$ cat src/rtl/csq_pkg.sv
package csq_pkg;

  // Event codes carried on the input tuser.
  localparam logic [1:0] FUNC_ADD     = 2'd0;
  localparam logic [1:0] FUNC_CHECK   = 2'd1;
  localparam logic [1:0] FUNC_BACKOFF = 2'd2;
  localparam logic [1:0] FUNC_CYCLE   = 2'd3;

  // Timer request codes in a result beat.
  localparam logic [1:0] TMR_NONE    = 2'd0;
  localparam logic [1:0] TMR_CHECK   = 2'd1;
  localparam logic [1:0] TMR_CYCLE   = 2'd2;
  localparam logic [1:0] TMR_BACKOFF = 2'd3;

  localparam int IN_DATA_W  = 56;
  localparam int IN_USER_W  = 2;
  localparam int OUT_DATA_W = 56;
  localparam int OUT_USER_W = 2;

  // One stored command.
  typedef struct packed {
    logic [7:0]  status;
    logic [7:0]  relay;
    logic [31:0] addr;
  } slot_entry_t;

endpackage

$ cat src/rtl/command_slot_queue_with_retry.sv
// Command slot queue with acknowledge and retry. Relay commands (device address, relay
// index, relay status) are parked in a table of SLOTS entries kept in a single-port-write,
// registered-read RAM; a row of occupancy flip-flops marks which slots hold a command with a
// nonzero address. One input beat is one event: add a command, a check result, a backoff
// expiry or a cycle expiry; each event yields exactly one result beat. The block works on
// one event at a time: the accept cycle, a scan of the occupancy flags at one slot per cycle
// for an add, a second scan of the same kind for a dispatch, the RAM read of the dispatched
// entry and the hand-off of the result to the output register. A backoff expiry or a missed
// acknowledge with retries left goes straight from the accept cycle to the hand-off. The
// hand-off cycle stretches for as long as the output register still holds an earlier beat
// that out_tready has not taken. The output register lets a finished result wait for
// out_tready while the next event is accepted. The retry_mode register is written over the
// cfg port and should only change while the block is idle; it resets to 1 (wait for an
// acknowledge and retry).
module command_slot_queue_with_retry #(
  parameter int SLOTS       = 8,
  parameter int MAX_RETRIES = 2
) (
  input  logic                              clk,
  input  logic                              rst_n,
  // Input channel.
  input  logic                              in_tvalid,
  output logic                              in_tready,
  // tdata from bit 0: dev_address[31:0], relay_index[39:32], relay_state[47:40],
  // acked[48], zero fill up to bit 55.
  input  logic [csq_pkg::IN_DATA_W-1:0]     in_tdata,
  // tuser from bit 0: func[1:0].
  input  logic [csq_pkg::IN_USER_W-1:0]     in_tuser,
  // Result channel.
  output logic                              out_tvalid,
  input  logic                              out_tready,
  // tdata from bit 0: slot_id[2:0], send_address[34:3], send_relay[42:35],
  // send_state[50:43], timer_request[52:51], zero fill up to bit 55.
  output logic [csq_pkg::OUT_DATA_W-1:0]    out_tdata,
  // tuser from bit 0: table_full[0], send_valid[1].
  output logic [csq_pkg::OUT_USER_W-1:0]    out_tuser,
  // Configuration channel: retry_mode.
  input  logic                              cfg_valid,
  output logic                              cfg_ready,
  input  logic                              cfg_data
);

  import csq_pkg::*;

  localparam int IW = (SLOTS > 1) ? $clog2(SLOTS) : 1;
  localparam int RW = (MAX_RETRIES > 0) ? $clog2(MAX_RETRIES + 1) : 1;
  localparam int EW = $bits(slot_entry_t);

  // Sequencer states.
  localparam logic [2:0] S_IDLE   = 3'd0;
  localparam logic [2:0] S_SCAN_E = 3'd1;  // looking for the lowest empty slot
  localparam logic [2:0] S_SCAN_O = 3'd2;  // looking for the lowest occupied slot
  localparam logic [2:0] S_LOAD   = 3'd3;  // RAM data of the dispatched slot is ready
  localparam logic [2:0] S_DONE   = 3'd4;  // result waits for the output register

  logic [2:0]              state_r, state_nxt;
  logic [IW-1:0]           idx_r, idx_nxt;
  logic [SLOTS-1:0]        occ_r, occ_nxt;
  logic                    idle_r, idle_nxt;
  logic                    retry_mode_r, retry_mode_nxt;
  logic [RW-1:0]           retry_r, retry_nxt;
  slot_entry_t             cur_r, cur_nxt;

  // Latched command of the event.
  slot_entry_t             cmd_r, cmd_nxt;

  // Result under construction.
  logic [2:0]              res_slot_r, res_slot_nxt;
  logic                    res_full_r, res_full_nxt;
  logic                    res_send_r, res_send_nxt;
  slot_entry_t             res_cmd_r, res_cmd_nxt;
  logic [1:0]              res_tmr_r, res_tmr_nxt;

  // Output register.
  logic                    out_valid_r, out_valid_nxt;
  logic [OUT_DATA_W-1:0]   out_data_r, out_data_nxt;
  logic [OUT_USER_W-1:0]   out_user_r, out_user_nxt;

  // RAM port signals.
  logic                    ram_we;
  logic                    ram_re;
  slot_entry_t             ram_rdata;

  logic                    in_acc;
  logic                    idx_last;
  logic [1:0]              send_tmr;

  assign in_tready = (state_r == S_IDLE);
  assign in_acc    = in_tvalid && in_tready;
  assign idx_last  = (idx_r == IW'(SLOTS - 1));
  assign send_tmr  = retry_mode_r ? TMR_CHECK : TMR_CYCLE;
  assign cfg_ready = 1'b1;

  csq_ram #(
    .WIDTH (EW),
    .DEPTH (SLOTS)
  ) u_slot_ram (
    .clk   (clk),
    .we    (ram_we),
    .waddr (idx_r),
    .wdata (cmd_r),
    .re    (ram_re),
    .raddr (idx_r),
    .rdata (ram_rdata)
  );

  always_comb begin
    state_nxt      = state_r;
    idx_nxt        = idx_r;
    occ_nxt        = occ_r;
    idle_nxt       = idle_r;
    retry_mode_nxt = retry_mode_r;
    retry_nxt      = retry_r;
    cur_nxt        = cur_r;
    cmd_nxt        = cmd_r;
    res_slot_nxt   = res_slot_r;
    res_full_nxt   = res_full_r;
    res_send_nxt   = res_send_r;
    res_cmd_nxt    = res_cmd_r;
    res_tmr_nxt    = res_tmr_r;
    out_valid_nxt  = out_valid_r;
    out_data_nxt   = out_data_r;
    out_user_nxt   = out_user_r;
    ram_we         = 1'b0;
    ram_re         = 1'b0;

    if (cfg_valid) begin
      retry_mode_nxt = cfg_data;
    end

    // The consumer took the waiting result beat.
    if (out_valid_r && out_tready) begin
      out_valid_nxt = 1'b0;
    end

    unique case (state_r)
      S_IDLE: begin
        if (in_acc) begin
          cmd_nxt.addr   = in_tdata[31:0];
          cmd_nxt.relay  = in_tdata[39:32];
          cmd_nxt.status = in_tdata[47:40];
          idx_nxt        = '0;
          res_slot_nxt   = '0;
          res_full_nxt   = 1'b0;
          res_send_nxt   = 1'b0;
          res_cmd_nxt    = '0;
          res_tmr_nxt    = TMR_NONE;
          unique case (in_tuser[1:0])
            FUNC_ADD: begin
              state_nxt = S_SCAN_E;
            end
            FUNC_CHECK: begin
              if (in_tdata[48]) begin
                // Acknowledged; the retry count is deliberately left alone.
                idle_nxt  = 1'b1;
                state_nxt = S_SCAN_O;
              end else if (retry_r < RW'(MAX_RETRIES)) begin
                res_tmr_nxt = TMR_BACKOFF;
                retry_nxt   = retry_r + RW'(1);
                state_nxt   = S_DONE;
              end else begin
                // Out of retries: give up on this command and move on.
                idle_nxt  = 1'b1;
                retry_nxt = '0;
                state_nxt = S_SCAN_O;
              end
            end
            FUNC_BACKOFF: begin
              res_send_nxt = 1'b1;
              res_cmd_nxt  = cur_r;
              res_tmr_nxt  = send_tmr;
              state_nxt    = S_DONE;
            end
            FUNC_CYCLE: begin
              idle_nxt  = 1'b1;
              state_nxt = S_SCAN_O;
            end
            default: begin
              state_nxt = S_IDLE;
            end
          endcase
        end
      end

      S_SCAN_E: begin
        if (!occ_r[idx_r]) begin
          ram_we         = 1'b1;
          occ_nxt[idx_r] = (cmd_r.addr != '0);
          res_slot_nxt   = 3'(idx_r);
          idx_nxt        = '0;
          state_nxt      = idle_r ? S_SCAN_O : S_DONE;
        end else if (idx_last) begin
          res_full_nxt = 1'b1;
          idx_nxt      = '0;
          state_nxt    = idle_r ? S_SCAN_O : S_DONE;
        end else begin
          idx_nxt = idx_r + IW'(1);
        end
      end

      S_SCAN_O: begin
        if (occ_r[idx_r]) begin
          ram_re         = 1'b1;
          occ_nxt[idx_r] = 1'b0;
          idle_nxt       = 1'b0;
          state_nxt      = S_LOAD;
        end else if (idx_last) begin
          // Empty table: nothing to send, idle flag unchanged.
          state_nxt = S_DONE;
        end else begin
          idx_nxt = idx_r + IW'(1);
        end
      end

      S_LOAD: begin
        cur_nxt      = ram_rdata;
        res_send_nxt = 1'b1;
        res_cmd_nxt  = ram_rdata;
        res_tmr_nxt  = send_tmr;
        state_nxt    = S_DONE;
      end

      S_DONE: begin
        if (!out_valid_r || out_tready) begin
          out_valid_nxt = 1'b1;
          out_data_nxt  = {3'b000, res_tmr_r, res_cmd_r.status, res_cmd_r.relay,
                           res_cmd_r.addr, res_slot_r};
          out_user_nxt  = {res_send_r, res_full_r};
          state_nxt     = S_IDLE;
        end
      end

      default: begin
        state_nxt = S_IDLE;
      end
    endcase
  end

  always_ff @(posedge clk) begin
    if (!rst_n) begin
      state_r      <= S_IDLE;
      idx_r        <= '0;
      occ_r        <= '0;
      idle_r       <= 1'b1;
      retry_mode_r <= 1'b1;
      retry_r      <= '0;
      cur_r        <= '0;
      out_valid_r  <= 1'b0;
    end else begin
      state_r      <= state_nxt;
      idx_r        <= idx_nxt;
      occ_r        <= occ_nxt;
      idle_r       <= idle_nxt;
      retry_mode_r <= retry_mode_nxt;
      retry_r      <= retry_nxt;
      cur_r        <= cur_nxt;
      out_valid_r  <= out_valid_nxt;
    end
  end

  always_ff @(posedge clk) begin
    cmd_r      <= cmd_nxt;
    res_slot_r <= res_slot_nxt;
    res_full_r <= res_full_nxt;
    res_send_r <= res_send_nxt;
    res_cmd_r  <= res_cmd_nxt;
    res_tmr_r  <= res_tmr_nxt;
    out_data_r <= out_data_nxt;
    out_user_r <= out_user_nxt;
  end

  assign out_tvalid = out_valid_r;
  assign out_tdata  = out_data_r;
  assign out_tuser  = out_user_r;

endmodule

$ cat src/rtl/csq_ram.sv
module csq_ram #(
  parameter int WIDTH = 48,
  parameter int DEPTH = 8
) (
  input  logic                                   clk,
  input  logic                                   we,
  input  logic [(DEPTH > 1 ? $clog2(DEPTH) : 1)-1:0] waddr,
  input  logic [WIDTH-1:0]                       wdata,
  input  logic                                   re,
  input  logic [(DEPTH > 1 ? $clog2(DEPTH) : 1)-1:0] raddr,
  output logic [WIDTH-1:0]                       rdata
);

  logic [WIDTH-1:0] mem [DEPTH];
  logic [WIDTH-1:0] rdata_r;

  always_ff @(posedge clk) begin
    if (we) begin
      mem[waddr] <= wdata;
    end
    if (re) begin
      rdata_r <= mem[raddr];
    end
  end

  assign rdata = rdata_r;

endmodule

$ cat config.mk
export PLATFORM = sky130hd
export DESIGN_NAME = command_slot_queue_with_retry
export DESIGN_NICKNAME = d
export VERILOG_FILES = /design/src/rtl/csq_pkg.sv /design/src/rtl/command_slot_queue_with_retry.sv /design/src/rtl/csq_ram.sv
export SDC_FILE = /design/constraint.sdc
export NUM_CORES = 1
export LEC_CHECK = 0
export ABC_AREA = 1
export BUFFER_PORTS_ARGS = -buffer_cell sky130_fd_sc_hd__buf_2
export CORE_MARGIN = 5
export CORE_UTILIZATION = 60
export DETAILED_ROUTE_END_ITERATION = 10
export PLACE_DENSITY = 0.81
export SLEW_MARGIN = 20
export SYNTH_ARGS = -nofsm -noshare
export SYNTH_HDL_FRONTEND = slang
export SYNTH_SLANG_ARGS = --single-unit
$ cat constraint.sdc
create_clock -name clk -period 11.58 [get_ports clk]
set_clock_uncertainty 0.1 [all_clocks]
set_input_delay 0 -clock clk [delete_from_list [all_inputs] [get_ports clk]]
set_output_delay 0 -clock clk [all_outputs]
set_load 0.05 [all_outputs]
== Word level (Yosys, flattened, before mapping) ==
Memories as Yosys holds them, arrays and structs flattened. A register that Yosys moved wholly into a read port is not among the register bits.
Index checks and enable logic that the tools add are counted.
Storage, ports and cells
  flip-flop bits (word level): 225
  memory bits (writable): 384
  bits of input ports: 64
  output and inout port bits: 61
  logic and storage cells: 133
  memories: 1
Cells by class
  add/sub/neg operators: 2
  order comparisons: 3
  eq/ne operators: 20
  muxes and demuxes: 59
  bitwise logic cells: 3
  reductions and logical operators: 23
Memories
  u_slot_ram.mem: words 8, width 48, rd ports 1, clocked after memory_dff 1, write ports 1, line csq_ram.sv:14  | logic [WIDTH-1:0] mem [DEPTH];
Operators with widths (number)
  48-bit two-way mux: 2
  48-bit one-hot mux with 2 select lines: 1
  3-bit two-way mux: 15
  32-bit nonzero test: 1
  1-bit two-way mux: 20
  8-bit two-way mux: 2
  8-bit one-hot mux with 2 select lines: 1
  4-bit AND reduction: 4
  3-bit one-hot mux with 5 select lines: 1
  2-bit != test, second input constant: 7
  3-bit one-hot mux with 4 select lines: 1
  2-bit two-way mux: 5
  3-bit one-hot mux with 3 select lines: 1
  8-bit bitwise AND: 1
  8-bit bitwise mux: 1
  8-bit inverter: 1
  1-bit one-hot mux with 2 select lines: 4
  2-bit one-hot mux with 2 select lines: 2
  2-bit nonzero test: 4
  3-bit by 2-bit == test with 1-bit output, second input constant: 2
  3-bit == test, second input constant: 2
  3-bit != test, second input constant: 2
  3-bit one-hot mux with 2 select lines: 1
  2-bit AND reduction: 3
  other kinds (22): 26

== Longest topological paths before layout ==
  word-level depth: 8
  gate-level depth with buffers: 14
  mapped depth without buffers: 12

== Cells and area by module ==
A second synthesis with hierarchy kept.
Second synthesis, totals
  cell total of the unflattened synthesis: 2407
  area, all modules: 26322.7 um2
Modules (own cells, without submodules)
  csq_ram: times used 1, cells each 1725, area an instance 18151.2 um2, sequential area each 12972.4 um2
  command_slot_queue_with_retry: times used 1, cells each 682, area an instance 8171.6 um2, sequential area each 6085.8 um2

== Least setup slack after synthesis ==
No wires, ideal clock.
  path type: register to register
  start: reg out_valid_r, in the netlist out_tvalid
  end: reg out_data_r[0], in the netlist out_tdata[0] (enable)
  setup time: 0.604 ns
  data arrival time: 5.834 ns
  data required time: 10.876 ns
  setup slack: 5.042 ns
  stages on the path, launching flop included: 4
  path buffers: 0
  period minus slack after synthesis: 6.538 ns
  cells stage by stage: dfxtp_1 inv_1 nor2_1 nor4_1
Between the ends
  longest elaborated chain between the ends: 3
RTL lines
  start: declaration: line command_slot_queue_with_retry.sv:75  | logic out_valid_r, out_valid_nxt;
  start signal: assignment: line command_slot_queue_with_retry.sv:257  | out_valid_r <= out_valid_nxt;
  1-bit logical NOT: line command_slot_queue_with_retry.sv:224  | if (!out_valid_r || out_tready) begin
  1-bit logical OR: line command_slot_queue_with_retry.sv:224
  2-bit AND reduction (no source line)
  end signal: assignment: line command_slot_queue_with_retry.sv:268  | out_data_r <= out_data_nxt;
  end: declaration: line command_slot_queue_with_retry.sv:76  | logic [OUT_DATA_W-1:0] out_data_r, out_data_nxt;
No other way between the ends.
A chain may end at the register's enable or synchronous reset.

== Worst setup path after layout ==
  start: reg idx_r[0]
  end: mem u_slot_ram.mem[7][21] (enable)
Between the ends
  longest elaborated chain between the ends: 6
RTL lines
  start: declaration: line command_slot_queue_with_retry.sv:57  | logic [IW-1:0] idx_r, idx_nxt;
  start signal: assignment: line command_slot_queue_with_retry.sv:251  | idx_r <= idx_nxt;
  1-bit binary-select mux with 3-bit select: line command_slot_queue_with_retry.sv:186  | if (!occ_r[idx_r]) begin
  1-bit two-way mux (implied by the code): line command_slot_queue_with_retry.sv:186
  1-bit two-way mux: line command_slot_queue_with_retry.sv:186
  1-bit two-way mux: line command_slot_queue_with_retry.sv:136  | unique case (state_r)
  1-bit two-way mux: line csq_ram.sv:18  | if (we) begin
  1-bit two-way mux (implied by the code): line csq_ram.sv:19  | mem[waddr] <= wdata;
  end: declaration: line csq_ram.sv:14
Several ways; a longest one is shown, not always the timed one. The select of a mux whose other input is x is not followed.

==> impl_metrics.toml <==
[sta]
fin_tns_setup_ps = 0
timing.slew.headroom_pct = 27.5
max_freq_mhz = 287
period_share_pct = 30.0
setup_viol = 0
rsz0062_at_grt = "no"
hold_viol = 0
slew_violations = 0
tightestPinTransition_ps = 1090
period_minus_slack_ps = 3480

[grt]
grt_pass1_vias = 13121
grt-ovfl-total = 0
grt_use_total_pct = 22.0
grt_max_degree = 55
antenna_found_initial = 0
grt_pass1_wl_um = 74000

[floorplanning]
dieWidth_um = 208
rows = 72
dieArea_mm2 = 0.0433
initial_utilization_pct = 60.7
die_y_um = 208
io_pins = 125
core_region_area_mm2 = 0.0387

[layout]
fill_cells = 2417
multiInputGateArea_mm2 = 0.00398
num_antenna_cells = 0
fin_util_pct = 70.9
final_nets = 1858
register_area_mm2 = 0.0191
area_growth_pct = 16.8
drive_above_1_share_pct = 14.8

[synthesis]
synth_seq_cells = 657
synth_cells = 1563
syn_area_mm2 = 0.0235
seq_area_frac_synth_pct = 81.0
synth_top_flop_cell = "edfxtp_1"
ys_types = 38
syn_area_per_cell_um2 = 15.1
yosys_warnings = 0
async_flop_share_pct = 0
synth_edf_count = 590

[critical_path]
worstPathMaxFanout = 37
start_kind = "flop"
critical_path.slowest_cell = "nor3_4"
required_ps = 11710
crit_type = "flop to flop"
cp_common_cell = "nand2_1"
worstSetupEndpoint = "u_slot_ram.mem[7][21]$_DFFE_PP_"
rrSetupSlack_ps = 8100
arrival_ps = 3610
r2r_cells = 9
startpoint = "idx_r[0]$_SDFFE_PN0P_"
timing.rr.start = "idx_r[0]$_SDFFE_PN0P_"
critPathMaxStageDelay_ps = 780
crit_path_end_kind = "flop"
path_cells = "inv_4, nand2_1, nand2_1, nand2_1, nand2_1, nor2_4, nand2_2, nor3_4, buf_4"
rr_endpoint = "u_slot_ram.mem[7][21]$_DFFE_PP_"

[detailed_routing]
avgViaCountPerCell = 5.73
drt_iter0_drc = 1373
routedWlPerCell_um = 20.5
wl_um = 48300
drtAntennaViolNets = 0
drc = 0
vias = 13493
first_pass_iters = 6

[cts]
postCtsSetupBuffers = 0
cts_num_sinks = 657
clockBufferDepth = 3
post_cts_resized = 0
htreeDepth = 2
cts_tree = "built"
cts_buffers = 58
clkLatencyLatePin_ps = 600
clockRootBuffer = "clkbuf_16"
clk_pin_slew_ps = 60

[placed_design]
gp_congestion = 0.827
dpl.hpwl_um = 26600
port-buffer-count = 113

[power_and_ir_drop]
worst_ir_drop_vdd_mv = 0.122
p_per_area_mw_per_mm2 = 219
p_leak_uw = 0.00949

[hold_path]
hold_path.class = "input pin to flop"

[outcome]
status = "finished, final reports clean"

[run]
cap_violations = 0
-- state kept, by name, summed over array words and instances, names as in the netlist --
register / flops
cmd_r: 48
cur_r: 48
idle_r: 1
idx_r: 3
occ_r: 8
out_tdata: 53
out_tuser: 2
out_tvalid: 1
res_cmd_r: 48
res_full_r: 1
res_send_r: 1
res_slot_r: 3
res_tmr_r: 2
retry_mode_r: 1
retry_r: 2
state_r: 3
u_slot_ram.mem: 384
u_slot_ram.rdata: 48
-- layout by cell type (no fill, tap or decap), types with 2 or more instances in the layout --
cell type      instances
nor3_1                 3
a21oi_1               65
inv_1                 50
nor2_4                 9
nand3_1               16
o2111a_1              10
clkbuf_16             59
clkinv_2              20
buf_4                 17
a221oi_1              24
clkinv_1              15
nand2_2                7
dfxtp_1               67
ha_1                   7
nor2_2                 2
a22oi_1               48
inv_2                 14
nand3b_1               2
a22o_1                15
o2111ai_1              2
bufinv_16              6
edfxtp_1             590
nand2_4                3
conb_1                 4
nand4_1               46
a21oi_2                8
o21ai_0               65
clkbuf_1               7
nand2_1              361
nor2_1                65
nor3_4                 3
buf_2                113
dlygate4sd3_1         99
nand3_2                3
o22ai_1                2
-- critical path, delay by kind of cell (launching register included) --
family	cells	cell delay (ps)
AND/OR/NAND/NOR	7	1590
buffers and inverters	2	820
flip-flops	1	580
-- layer usage --
layer	global-route usage [%]	share of wire [%]	vias to the layer above
li1	-	-	6183
met1	31.2	39	6505
met2	35.7	48	717
met3	3.77	10	88
met4	7.04	2.4	0
met5	0	0	-
-- cells in the mapped netlist, drive strengths merged (15+ instances only) --
master / number / area, um^2
a22o: 15 / 131
clkbuf: 33 / 124
inv: 66 / 250
dfxtp: 67 / 1340
o21ai: 67 / 339
buf: 34 / 210
a221oi: 24 / 210
a21oi: 73 / 395
nand3: 19 / 110
nand4: 46 / 288
nor2: 76 / 298
edfxtp: 590 / 17700
a22oi: 48 / 360
nand2: 371 / 1430
-- timing repair --
item                                    4_1_cts  5_1_grt
endpoints found under the setup margin        0        0
hold endpoints to repair                     76        0
hold buffers                                 99        0
-- cell families after synthesis --
kind of cell    synth area share [%]
buf+inv                         2.48
flops                           81.0
other cells                   0.0319
fa+ha+maj                      0.372
compound gates                  6.74
simple gates                    9.36
-- stage by stage --
step | area (um^2) | hold WS (ps) | total power [uW] | setup slack (ps) | std cells
6_report | 27500 | 16.6 | 6010 | 8100 | 2354
5_1_grt | 27500 | 3.03 | 6250 | 7990 | 2354
4_1_cts | 27500 | 6.80 | 6040 | 8140 | 2354
3_5_place_dp | 24600 | 78.1 | 4150 | 8160 | 2146
3_3_place_gp | 24600 | 78.2 | 4110 | 7910 | 2146
2_1_floorplan | 23500 | -1.13 | 3850 | 5040 | 1565
-- how the worst min path moves through the flow --
stage,endpoint,slack (ps),start,depth (start not counted)
6_report,cmd_r[37]$_DFFE_PP_,20,in_tdata[37],2
3_5_place_dp,cmd_r[41]$_DFFE_PP_,80,in_tdata[41],1
2_1_floorplan,cmd_r[0]$_DFFE_PP_,-1,in_tdata[0],0
5_1_grt,cmd_r[37]$_DFFE_PP_,3,in_tdata[37],2
3_3_place_gp,cmd_r[29]$_DFFE_PP_,80,in_tdata[29],1
4_1_cts,cmd_r[31]$_DFFE_PP_,7,in_tdata[31],2
-- power by group --
part           internal [uW]  leakage, uW  switching (uW)  total, uW
sequential              3000      0.00593             145       3150
combinational            250      0.00263             748        998
clock                   1070     0.000930             797       1860
total                   4320      0.00949            1690       6010
-- area by class of cell --
cell class	instances	area share, %
clock inverters	42	1.27
clock buffers	67	5.52
flip-flops and latches	657	69.3
repair buffers	229	6.13
multi-input cells	775	14.5
inverters	66	0.915
well taps	518	2.36
(Power assumes the default switching activity.)
